**config.mk**
```make
export PLATFORM = sky130hd
export DESIGN_NAME = vfcm_ctrl
export DESIGN_NICKNAME = d
export VERILOG_FILES = /design/src/rtl/vfcm_pkg.sv /design/src/rtl/vfcm_ctrl.sv
export SDC_FILE = /design/constraint.sdc
export NUM_CORES = 1
export LEC_CHECK = 0
export BUFFER_PORTS_ARGS = -buffer_cell sky130_fd_sc_hd__buf_4
export CAP_MARGIN = 20
export CORE_MARGIN = 5
export CORE_UTILIZATION = 40
export DETAILED_ROUTE_END_ITERATION = 12
export GPL_ROUTABILITY_DRIVEN = 1
export PLACE_DENSITY = 0.69
export SETUP_SLACK_MARGIN = 0.1
export SLEW_MARGIN = 10
export SYNTH_ARGS = -nofsm -noshare
export SYNTH_HDL_FRONTEND = slang
export SYNTH_SLANG_ARGS = --single-unit
```
**constraint.sdc**
```tcl
create_clock -name clock -period 3.8 [get_ports clock]
set_clock_uncertainty 0.2 [all_clocks]
set_input_delay 0.76 -clock clock [delete_from_list [all_inputs] [get_ports clock]]
set_output_delay 0.76 -clock clock [all_outputs]
set_load 0.01 [all_outputs]
```
**src/rtl/vfcm_pkg.sv**
```systemverilog
package vfcm_pkg;

   // Grid extent.
   localparam int GRID_X     = 16;
   localparam int GRID_Y     = 64;
   localparam int GRID_DEPTH = 16;

   // Field widths.
   localparam int X_W    = 4;
   localparam int Y_W    = 6;
   localparam int D_W    = 4;
   localparam int TYPE_W = 8;
   localparam int VERT_W = 19;
   localparam int DIR_W  = 3;

   // Store geometry: y selects a plane, depth a row, x the entry.
   localparam int PLANE       = GRID_X * GRID_DEPTH;
   localparam int STORE_DEPTH = PLANE * GRID_Y;
   localparam int ADDR_W      = $clog2(STORE_DEPTH);

   localparam int NUM_DIR = 6;
   localparam int SCAN_W  = $clog2(NUM_DIR + 1);

   localparam logic [VERT_W-1:0] COUNT_MAX = '1;
   localparam logic [VERT_W-1:0] FACE_STEP = VERT_W'(4);
   localparam logic [VERT_W-1:0] OVF_LIMIT = COUNT_MAX - FACE_STEP;

   typedef enum logic [1:0] {
      ACT_WRITE = 2'd0,
      ACT_READ  = 2'd1,
      ACT_MESH  = 2'd2,
      ACT_CLEAR = 2'd3
   } action_type;

   typedef enum logic [DIR_W-1:0] {
      DIR_FRONT  = 3'd0,
      DIR_BACK   = 3'd1,
      DIR_RIGHT  = 3'd2,
      DIR_LEFT   = 3'd3,
      DIR_TOP    = 3'd4,
      DIR_BOTTOM = 3'd5
   } direction_type;

   typedef enum logic {
      KIND_FACE = 1'b0,
      KIND_READ = 1'b1
   } kind_type;

   typedef struct packed {
      action_type        action;
      logic [X_W-1:0]    cell_x;
      logic [Y_W-1:0]    cell_y;
      logic [D_W-1:0]    cell_depth;
      logic [TYPE_W-1:0] voxel_type;
   } vfcm_req_type;

   typedef struct packed {
      kind_type          kind;
      logic [X_W-1:0]    face_x;
      logic [Y_W-1:0]    face_y;
      logic [D_W-1:0]    face_depth;
      direction_type     direction;
      logic [TYPE_W-1:0] cell_type;
      logic [VERT_W-1:0] base_vertex;
      logic              overflow;
      logic              last;
   } vfcm_rsp_type;

   // Commands from the controller to the datapath.
   typedef struct packed {
      logic clr_step;
      logic take_req;
      logic wr_cell;
      logic zero_count;
      logic rd_self;
      logic keep_self;
      logic scan;
      logic load_read;
      logic load_face;
   } vfcm_cmd_type;

   // Status from the datapath to the controller.
   typedef struct packed {
      action_type action;
      logic       clear_done;
      logic       self_solid;
      logic       scan_done;
      logic       mask_empty;
      logic       mask_one;
      logic       rsp_free;
   } vfcm_status_type;

   function automatic logic in_grid(logic [X_W-1:0] x, logic [Y_W-1:0] y,
                                    logic [D_W-1:0] d);
      return (32'(x) < GRID_X) && (32'(y) < GRID_Y) && (32'(d) < GRID_DEPTH);
   endfunction

   function automatic logic [ADDR_W-1:0] cell_addr(logic [X_W-1:0] x,
                                                   logic [Y_W-1:0] y,
                                                   logic [D_W-1:0] d);
      return ADDR_W'(y) * ADDR_W'(PLANE) + ADDR_W'(d) * ADDR_W'(GRID_X)
             + ADDR_W'(x);
   endfunction

endpackage

```
**src/rtl/vfcm_ctrl.sv**
```systemverilog
module vfcm_ctrl (
   input  logic                      clock,
   input  logic                      reset,
   input  logic                      req_valid,
   input  vfcm_pkg::action_type      req_action,
   output logic                      req_ready,
   input  vfcm_pkg::vfcm_status_type status,
   output vfcm_pkg::vfcm_cmd_type    cmd
);
   import vfcm_pkg::*;

   typedef enum logic [6:0] {
      ST_CLEAR  = 7'b0000001,
      ST_IDLE   = 7'b0000010,
      ST_LOOKUP = 7'b0000100,
      ST_SELF   = 7'b0001000,
      ST_SCAN   = 7'b0010000,
      ST_FACE   = 7'b0100000,
      ST_READ   = 7'b1000000
   } state_type;

   state_type state_ff, state_in;

   assign req_ready = state_ff == ST_IDLE;

   always_comb begin
      state_in = state_ff;
      cmd      = '0;
      case (state_ff)
         ST_CLEAR: begin
            cmd.clr_step = 1'b1;
            if (status.clear_done) begin
               state_in = ST_IDLE;
            end
         end
         ST_IDLE: begin
            if (req_valid) begin
               cmd.take_req = 1'b1;
               case (req_action)
                  ACT_WRITE: cmd.wr_cell = 1'b1;
                  ACT_CLEAR: cmd.zero_count = 1'b1;
                  ACT_READ, ACT_MESH: state_in = ST_LOOKUP;
                  default: state_in = ST_IDLE;
               endcase
            end
         end
         ST_LOOKUP: begin
            cmd.rd_self = 1'b1;
            state_in    = ST_SELF;
         end
         ST_SELF: begin
            cmd.keep_self = 1'b1;
            if (status.action == ACT_READ) begin
               state_in = ST_READ;
            end else if (status.self_solid) begin
               state_in = ST_SCAN;
            end else begin
               state_in = ST_IDLE;
            end
         end
         ST_SCAN: begin
            cmd.scan = 1'b1;
            if (status.scan_done) begin
               state_in = ST_FACE;
            end
         end
         ST_FACE: begin
            if (status.mask_empty) begin
               state_in = ST_IDLE;
            end else if (status.rsp_free) begin
               cmd.load_face = 1'b1;
               if (status.mask_one) begin
                  state_in = ST_IDLE;
               end
            end
         end
         ST_READ: begin
            if (status.rsp_free) begin
               cmd.load_read = 1'b1;
               state_in      = ST_IDLE;
            end
         end
         default: state_in = ST_IDLE;
      endcase
   end

   always_ff @(posedge clock) begin
      if (reset) begin
         state_ff <= ST_CLEAR;
      end else begin
         state_ff <= state_in;
      end
   end

endmodule

```
# After elaboration in Yosys (flattened, before gate mapping)
# Cells that the tools add are included.
[totals] romBits=0 input_bits=13 elab_cells=45 n_memories=0 register_bits=7 ram_bits=0 output_inout_bits=10 latchBits=0
[op_classes] n_shift=0 n_reduce_logical=3 n_lt_le_gt_ge=0 bitwise=0 mul=0 eq_ne=18 mux=23 addsub=0 div=0
[ops] cell="$mux W7" n=9
[ops] cell="$pmux W7 S7" n=1
[ops] cell="$mux W1" n=10
[ops] cell="$ne A2 B2 Y1 const B" n=4
[ops] cell="$eq A7 B1 Y1 const B" n=1
[ops] cell="$eq A7 B2 Y1 const B" n=1
[ops] cell="$eq A7 B3 Y1 const B" n=1
[ops] cell="$eq A7 B4 Y1 const B" n=1
[ops] cell="$eq A7 B5 Y1 const B" n=1
[ops] cell="$eq A7 B6 Y1 const B" n=1
[ops] cell="$eq A7 B7 Y1 const B" n=1
[ops] cell="$reduce_and A7 Y1" n=1
[ops] cell="$mux W3" n=2
[ops] cell="$ne A3 B3 Y1 const B" n=2
[ops] cell="$mux W5" n=1
[ops] cell="$eq A2 B1 Y1 const B" n=2
[ops] cell="$eq A2 B2 Y1 const B" n=2
[ops] cell="$logic_not A2 Y1" n=1
[ops] cell="$ne A2 B1 Y1 const B" n=1
[ops] cell="$reduce_or A2 Y1" n=1

# Depth between registers and ports, before layout
# Gate-level depths: netlist of the first run.
[logic_depth] depth_word=5 mapped_depth=6

# Worst setup path before layout of the first run
# No wires, ideal clock.
[synth_timing] path_kind="reg2out" from="register state_ff[2]" to="output port cmd[5] (netlist name)" arrival_ns=1.388 path_buffers=0 path_stages_with_launch=4 path_slack_ns=1.452 required_time_ns=2.840 path_cell_list="dfxtp_1 > or4_4 > nor2_1 > and3_1"
[synth_rtl] element="start, declared" line_no="vfcm_ctrl.sv:22" rtl="state_type state_ff, state_in;"
[synth_rtl] element="start signal, assigned" line_no="vfcm_ctrl.sv:91" rtl="state_ff <= state_in;"
[synth_rtl] element="end, declared" line_no="vfcm_ctrl.sv:8" rtl="output vfcm_pkg::vfcm_cmd_type cmd"

==> results of run 1 <==
==> cells in the final DEF (no fill, tap or decap), drive strengths merged, types with 2 or more instances in the layout <==
cell / count
buf: 22
nor2: 8
and3: 7
dfxtp: 7
inv: 5
nand2: 4
a21oi: 4
clkbuf: 4
nor4: 2
and4bb: 2
o21ai: 2
ha: 2
nor3b: 2
==> cells in the mapped netlist <==
library cell	number	area (sq um)
a31oi_1	1	6.26
and3_1	7	43.8
a32o_2	1	11.3
o32ai_1	1	8.76
clkbuf_2	1	5.00
and2_1	1	6.26
or2b_1	1	7.51
nand4b_1	1	8.76
and4b_1	1	10.0
and4bb_2	2	25.0
nand2b_1	1	6.26
nand3_1	1	5.00
nand2_1	4	15.0
o21a_1	1	7.51
nor4b_1	1	8.76
mux2i_1	1	10.0
nor4_1	2	12.5
nor3b_1	1	7.51
ha_1	2	25.0
or2_4	1	8.76
a21oi_1	4	20.0
clkbuf_1	1	3.75
or4_4	1	11.3
nor2_1	8	30.0
inv_1	5	18.8
nor3b_2	1	12.5
a21boi_0	1	7.51
o21ai_0	2	10.0
o211ai_1	1	7.51
o2bb2ai_1	1	8.76
xor2_1	1	8.76
dfxtp_1	7	140
buf_4	1	7.51
o221ai_1	1	8.76
==> layout make-up <==
| cell class | instances | area (sq um) |
|---|---|---|
| clock buffers | 4 | 26.3 |
| repair buffers | 22 | 165 |
| fillers | 128 | 557 |
| flip-flops and latches | 7 | 140 |
| multi-input cells | 52 | 359 |
| inverters | 5 | 18.8 |
| well taps | 15 | 18.8 |
==> stage by stage <==
stage,cell area [sq um],power (mW),util [%]
6_report,728,0.203,56.7
2_1_floorplan,534,0.117,-
3_5_place_dp,702,0.140,54.6
3_3_place_gp,702,0.140,54.6
4_1_cts,728,0.206,56.7
5_1_grt,728,0.220,56.7
==> routing by layer <==
layer	GRT usage, %	vias to the layer above	part of all wire [%]
li1	-	293	-
met1	18.1	239	48
met2	19.8	19	43
met3	5.08	0	9.4
met4	5.11	0	0
met5	0	-	0
==> worst max path at each step <==
| stage | end | slack [ns] | startpoint | depth (start not counted) |
|---|---|---|---|---|
| 4_1_cts | cmd[6] | 1.13 | state_ff[2] | 4 |
| 3_3_place_gp | cmd[0] | 1.33 | status[2] | 4 |
| 3_5_place_dp | cmd[0] | 1.35 | status[2] | 4 |
| 5_1_grt | cmd[5] | 1.05 | state_ff[2] | 4 |
| 6_report | cmd[6] | 1.15 | state_ff[2] | 4 |
| 2_1_floorplan | cmd[5] | 1.45 | state_ff[2] | 3 |
==> power groups by stage <==
stage	clock network (mW)	logic (mW)	registers, mW
2_1_floorplan	0	0.0365	0.0803
3_3_place_gp	0	0.0553	0.0847
3_5_place_dp	0	0.0552	0.0848
4_1_cts	0.0678	0.0554	0.0832
5_1_grt	0.0730	0.0621	0.0846
6_report	0.0641	0.0551	0.0833
==> cells by family after synthesis <==
kind of cell	after synthesis
and+or+nand+nor	34
AOI/OAI and AO/OA	14
buffers and inverters	8
DFF	7
adders and majority gates	2
xor gates and xnor gates	1
muxes	1
==> critical path, stage by stage, from the launching register on <==
cell and delay, ns:
dfxtp_1 0.35, or4_4 0.56, nor2_1 0.23, and3_1 0.19, buf_4 0.11
==> metrics list, run 1 <==
* Setup tns final: 0 ns
- Cell count of the worst hold path: 2
- In the routed design, unresolved DRC markers number 0.
* Number of flip-flops under the largest register name: 7
* CP Capture Type: output pin
* Compound-gate portion of the synthesized area: 18.0%
- Across the VDD grid, the largest voltage drop is 185 uV.
- The number of placed instances, taps included, is 101.
* Startpoint of the most critical hold path: state_ff[1]
* Multiplexer share of the synthesized area: 1.87%
- Initial standard-cell utilization of the core: 41.6%
- Number of standard cells in the layout, taps in and fillers out: 105
* Reported net switching power: 56.2 uW
- After floorplanning, the core was divided into 13 placement rows.
- Max Clock Freq: 378 MHz
* Fraction of synthesized cell area in xor and xnor cells: 1.64%
- Static leakage: 0.368 nW
- The root buffer cell chosen for the clock tree is clkbuf_4.
* Unrepaired setup endpoints after global routing: false
- I/O pin total: 23
- A synthesized cell averages 7.97 sq um.
* Global-route wire length before repair: 2070 um
* Ant. Diodes: 0
* Total global routing track utilization: 13.6%
- The first TritonRoute pass finished after 4 iterations.
- In this run the standard cell core region covers 1280 sq um.
- After global routing the overflow that remains totals 0.
- TritonCTS built the clock tree.
- Summing the areas of all and, or, nand and nor instances in the mapped netlist gives 41.0% of the synthesized area.
- Fraction of power spent switching nets: 27.7%
- Final-stage net count: 106
- Class of the worst hold path: register to register
- The setup check on the worst reg-to-reg path leaves a slack of 1.94 ns.
- The via count of the first global-routing pass came to 502.
- Die width: 46.5 um
* Post-detailed-placement half-perimeter wirelength: 1090 um
- Reg-to-reg critical path endpoint: state_ff[2]
- The share of the Yosys chip area taken by registers is 26.2%.
- The Yosys step of the flow raised 0 warnings.
- Number of hold buffers added after cts: 0
- By area, the combinational part of the netlist is dominated by simple AND/OR/NAND/NOR gates.
- When the netlist entered floorplanning its net count stood at 82.
- Maximum number of pins on one net before global-route repair: 10
- Across the run, the number of max-cap violations was 0.
* Number of antenna violations at the first check in global routing: 0
- In the routed layout, each cell is associated on average with a via count of 5.25.
* Clock share of power: 31.6%
- Setup violations remaining at the end of the flow were counted as 0.
* Initial drt markers: 17
- The run finished with clean final reports.
- Largest registers ranked by flip-flop count: state_ff: 7 flops
- Remaining antenna violation count: 0
* Post-layout worst setup margin: 1.15 ns
- Setup crit start kind: register
- Die Height: 46.5 um
* Min-Delay Endpoint: state_ff[1]
* Routed vias: 551
- CP Data Arrival Time: 1.69 ns
- Fraction of power consumed by combinational cells: 27.2%
- Post-synthesis cell type count: 34
- Total length of routed wires: 1280 um
* Power density cells: 278 nW/um^2
- More flip-flops sit in one register than any other, and that register is state_ff.
* Synth Instances: 67
- Post-synthesis register bit count: 7
- Clock sink count: 7
* Netlist Area Pre-Place: 534 sq um
- Internal power comes to 146 uW.
- Synth Area in Adders: 4.68%
- At the pin with the least slew margin, the transition time is 0.484 ns.
- Area enclosed by the die boundary: 2170 sq um
- The clock passes through at most 2 buffers.
* Normalized max-slew margin: 67.4%
- Final weighted congestion in routability-driven placement: 0.801
- The critical path is of the register to output pin type.
* Max-slew violations: 0
- After detailed routing, the average wire length per cell comes to 12.2 um.
- Worst path required time: 2.84 ns
* Period minus WS final: 2.65 ns
- The hold violation total from the final report is 0.
* Share of layout cells above drive strength 1: 34.4%
- The startpoint identified for the worst register-to-register timing path is state_ff[5].
- Share of the cycle needed by the critical path after routing: 69.7%
- Critical Path Fanout Max: 7
- Clock latency on the worst-skew pair: 0.24 ns
- Level count of the clock H-tree: 1
- Post-placement worst setup slack: 1.35 ns
* Path depth of the worst reg2reg path: 4
- In this run the tool buffered the top-level ports with 22 buffer cells.
* Post-CTS clock slew at the launch and capture registers of the worst setup and hold paths: 0.05 ns
* CTS buffer count: 3
- Number of gates resized after CTS: 0
* Register share of total power: 41.1%
- P&R area growth vs syn: 36.3%
- Worst Hold Margin: 0.401 ns
- In this run the post-CTS setup repair buffer count came out at 0.
No activity file was read; power rests on OpenSTA's default activity.
==> run 2: changes to the inputs <==
--- a/config.mk
+++ b/config.mk
@@ -5,13 +5,14 @@
 export SDC_FILE = /design/constraint.sdc
 export NUM_CORES = 1
 export LEC_CHECK = 0
+export ABC_AREA = 1
 export BUFFER_PORTS_ARGS = -buffer_cell sky130_fd_sc_hd__buf_4
 export CAP_MARGIN = 20
 export CORE_MARGIN = 5
 export CORE_UTILIZATION = 40
 export DETAILED_ROUTE_END_ITERATION = 12
 export GPL_ROUTABILITY_DRIVEN = 1
-export PLACE_DENSITY = 0.69
+export PLACE_DENSITY = 0.67
 export SETUP_SLACK_MARGIN = 0.1
 export SLEW_MARGIN = 10
 export SYNTH_ARGS = -nofsm -noshare
==> constraint.sdc (replaced) <==
create_clock -name clock -period 2.7 [get_ports clock]
set_clock_uncertainty 0.2 [all_clocks]
set_input_delay 0.54 -clock clock [delete_from_list [all_inputs] [get_ports clock]]
set_output_delay 0.54 -clock clock [all_outputs]
set_load 0.01 [all_outputs]
==> metrics list, run 2 <==
- The run finished with clean final reports.
- The library cell used most frequently in the layout, excluding fill and tap cells, is buf_4.
- The via count of the first global-routing pass was 564 (+12%).
- The number of inserted diodes was 0 (unchanged).
* Worst Hold Margin: 0.269 ns (-0.132 ns)
- The worst-case vdd ir drop was 184 uV (-0.71%).
* Number of optimization iterations in the first detailed-route pass: 4 (unchanged)
* Top register by number of flip-flops: state_ff
- Register share of total power: 36.6% (-4.5 points)
- The global-route usage over all layers was 11.3% (-2.3 points).
- The die area was 2410 sq um (+11%).
- CTS buffer count: 3 (unchanged)
* CP Data Arrival Time: 1.26 ns (-0.43 ns)
* Largest registers ranked by flip-flop count: state_ff: 7 flops
* Part of the Yosys area used for sequential elements: 22.9% (-3.3 points)
- The initial cell density of the core is 41.6% (about the same).
- The post-CTS setup repair buffer count is 0 (unchanged).
- The H-tree level count came to 1 (unchanged).
* Die Height: 49.1 um (+5.5%)
* Maximum count of clock buffers along a single path: 2 (unchanged)
* Setup crit start kind: register
- Unrepaired setup endpoints after global routing: false
* Total congestion overflow after global routing: 0 (unchanged)
* Normalized max-slew margin: 85.5% (+18 points)
- The cell depth of the worst min-delay path is 2 (unchanged).
- The final critical path takes up 74.1% of the cycle.
- The pin count of the biggest net entering global routing was 7 (-3).
* P&R area growth vs syn: 33.3%
* Period minus WS final: 2.00 ns
- Final-stage net count: 137 (+29%)
- Clock latency on the worst-skew pair: 0.25 ns (about the same)
* Number of standard cells in the layout, taps in and fillers out: 137 (+30%)
* Synth Area in Adders: 4.09% (-0.59 points)
- Avg Vias per Cell: 4.46 (-15%)
- The setup slack of the worst register-to-register path is 1.25 ns (-0.69 ns).
- Global-route wire length before repair: 2190 um (+6.0%)
- The count of port buffers added during placement was 22 (unchanged).
- The post-synthesis simple-gate area fraction was 54.4% (+13 points).
* Power density cells: 389 nW/um^2 (+40%)
- Reported net switching power: 103 uW (+84%)
* Multi-input logic area: 378 sq um (+5.2%)
- Post-detailed-placement half-perimeter wirelength: 1100 um (+1.3%)
* Fraction of power spent switching nets: 32.6% (+4.8 points)
* Reg-to-reg critical path endpoint: state_ff[1]
- The post-synthesis average cell area was 6.37 sq um (-20%).
- Number of flops mapped to enable cells by yosys: 0 (unchanged)
- The share of final-layout standard cells stronger than drive strength 1 was 39.7% (+5.2 points).
* Die width: 49.1 um (+5.5%)
* Clock sink count: 7 (unchanged)
* Dominant cells by area after synthesis: dfxtp_1 (23%), inv_1 (12%), nand2_1 (12%)
* Crit Path Class: register to output pin
- Post-CTS clock slew at the launch and capture registers of the worst setup and hold paths: 0.05 ns (about the same)
* Wire length per cell after detailed routing: 9.22 um (-24%)
* Warning count from the yosys run: 0 (unchanged)
- The top-area cell type share of the netlist area was 22.9% (-3.3 points).
- Remaining antenna violation count: 0 (unchanged)
- Min-Delay Endpoint: state_ff[2]
- The vias after detailed routing came to 611 (+11%).
* Post-synthesis register bit count: 7 (unchanged)
* Number of gates resized after CTS: 0 (unchanged)
- Total length of routed wires: 1260 um (-1.4%)
- The DRC violations left is 0 (unchanged).
* Clock share of power: 29.7% (-1.9 points)
- Largest area contributor in the netlist: dfxtp_1
- Setup tns final: 0 ns (unchanged)
* Class of the worst hold path: primary input to register
- Path depth of the worst reg2reg path: 10 (+6)
- Area occupied by registers: 140 sq um (unchanged)
- The fraction of synthesis flops using an asynchronous set or reset pin is 0% (unchanged).
- The max-capacitance violation count came to 0 (unchanged).
- The initial antenna violation count came to 0 (unchanged).
- The worst setup path is captured at an output pin.
- The standard-cell row count is 14 (+1).
- Multiplexer share of the synthesized area: 0% (-1.9 points)
- The cell area after synthesis came to 612 sq um (+15%).
- The worst hold path begins at reset.
- Cell area reported after detailed placement: 790 sq um (+12%)
* R2R Path Start: state_ff[6]
- Post-layout total power: 318 uW (+57%)
- The critical path required time was 1.96 ns (-0.88 ns).
* Post-synthesis cell type count: 20 (-41%)
- Synth Instances: 96 (+43%)
* Post-synth top cells: inv_1 (20), nand2_1 (20), nor2_1 (12)
* Number of placed instances, taps included: 133 (+32%)
- Total internal power: 214 uW (+46%)
- Critical Path Fanout Max: 6 (-1)
- After synthesis, the largest family of logic cells by area is simple AND/OR/NAND/NOR gates.
* Fill cells: 163 (+27%)
* Area of all placed cells without fillers: 816 sq um (+12%)
- TritonCTS clock tree: yes
* I/O pin total: 23 (unchanged)
- The number of flip-flops under the largest register name is 7 (unchanged).
* Final weighted congestion in routability-driven placement: 0.741 (-7.5%)
- Std-Cell Core Area: 1470 sq um (+15%)
* Most frequent cells in the layout: buf_4 (22), inv_1 (20), nand2_1 (20), nor2_1 (12), dfxtp_1 (7)
- Compound-gate portion of the synthesized area: 3.27% (-15 points)
- The transition time at the pin with the least slew margin came to 0.218 ns (-0.266 ns).
* Initial drt markers: 6 (-11)
* Static leakage: 0.473 nW (+29%)
* Hold Vio Cnt, Final: 0 (unchanged)
- For this run, the leading register cell type out of synthesis is dfxtp_1.
* Fraction of synthesized cell area in xor and xnor cells: 0% (-1.6 points)
- For this run, the top clock speed supported by timing is 500 MHz.
- Fraction of power consumed by combinational cells: 33.7% (+6.5 points)
* Net count after synthesis: 111 (+35%)
- The count of endpoints failing setup in the final report was 0 (unchanged).
- Max-slew violations: 0 (unchanged)
* Number of hold buffers added after cts: 0 (unchanged)
* Root Buffer Master: clkbuf_4
[run 2: cell count changes after synthesis, sizes merged, moves of 6 or more]
cell   before  now
nand3       1    8
inv         5   23
nor2        8   19
and3        7    1
nand2       4   27
[run 2: worst max-delay path by stage]
stage	slack (ns)	depth (start not counted)	from	to
floorplan	1.04	4	req_action[0]	cmd[6]
global placement	0.87	6	req_action[0]	cmd[6]
detailed placement	0.86	6	req_action[0]	cmd[6]
CTS	0.68	6	state_ff[2]	cmd[0]
global route	0.58	6	state_ff[1]	cmd[0]
finish	0.70	6	state_ff[2]	cmd[0]
[run 2: power by group through the flow]
stage                     Clock [mW]  Combinational, mW  Sequential (mW)
after floorplan                    0             0.0724            0.118
after global placement             0              0.108            0.119
after detailed placement           0              0.108            0.119
after CTS                     0.0967              0.109            0.117
after global routing           0.104              0.120            0.118
final                         0.0943              0.107            0.116
[run 2: layout make-up]
cell class              instances  share of cell area [%]
multi-input cells              65                    46.3
well taps                      16                    2.45
flip-flops and latches          7                    17.2
clock buffers                   4                    3.22
inverters                      23                    10.6
repair buffers                 22                    20.2
[run 2: critical path, cell delays in order, from the launching register on]
cell     delay [ns]
dfxtp_1        0.30
inv_1          0.10
nand2_4        0.09
nor2_8         0.16
nand2_1        0.06
nor3_1         0.14
buf_4          0.15
[run 2: cell families after synthesis]
kind of cell / after synthesis
and+or+nand+nor: 59
DFF: 7
AOI/OAI and AO/OA: 4
buffers and inverters: 24
adders and majority gates: 2
[run 2: per-layer routing]
| metal | up-vias | track usage [%] | routed length (um) |
|---|---|---|---|
| met4 | 0 | 9.42 | 17 |
| met3 | 2 | 2.75 | 110 |
| li1 | 334 | - | - |
| met2 | 22 | 18.0 | 573 |
| met1 | 253 | 12.5 | 563 |
| met5 | - | 0 | 0 |
[run 2: per-stage QoR]
step / utilization [%] / worst slack [ns]
6_report: 55.4 / 0.699
5_1_grt: 55.4 / 0.581
4_1_cts: 55.4 / 0.678
3_5_place_dp: 53.7 / 0.856
3_3_place_gp: 53.7 / 0.868
2_1_floorplan: - / 1.04
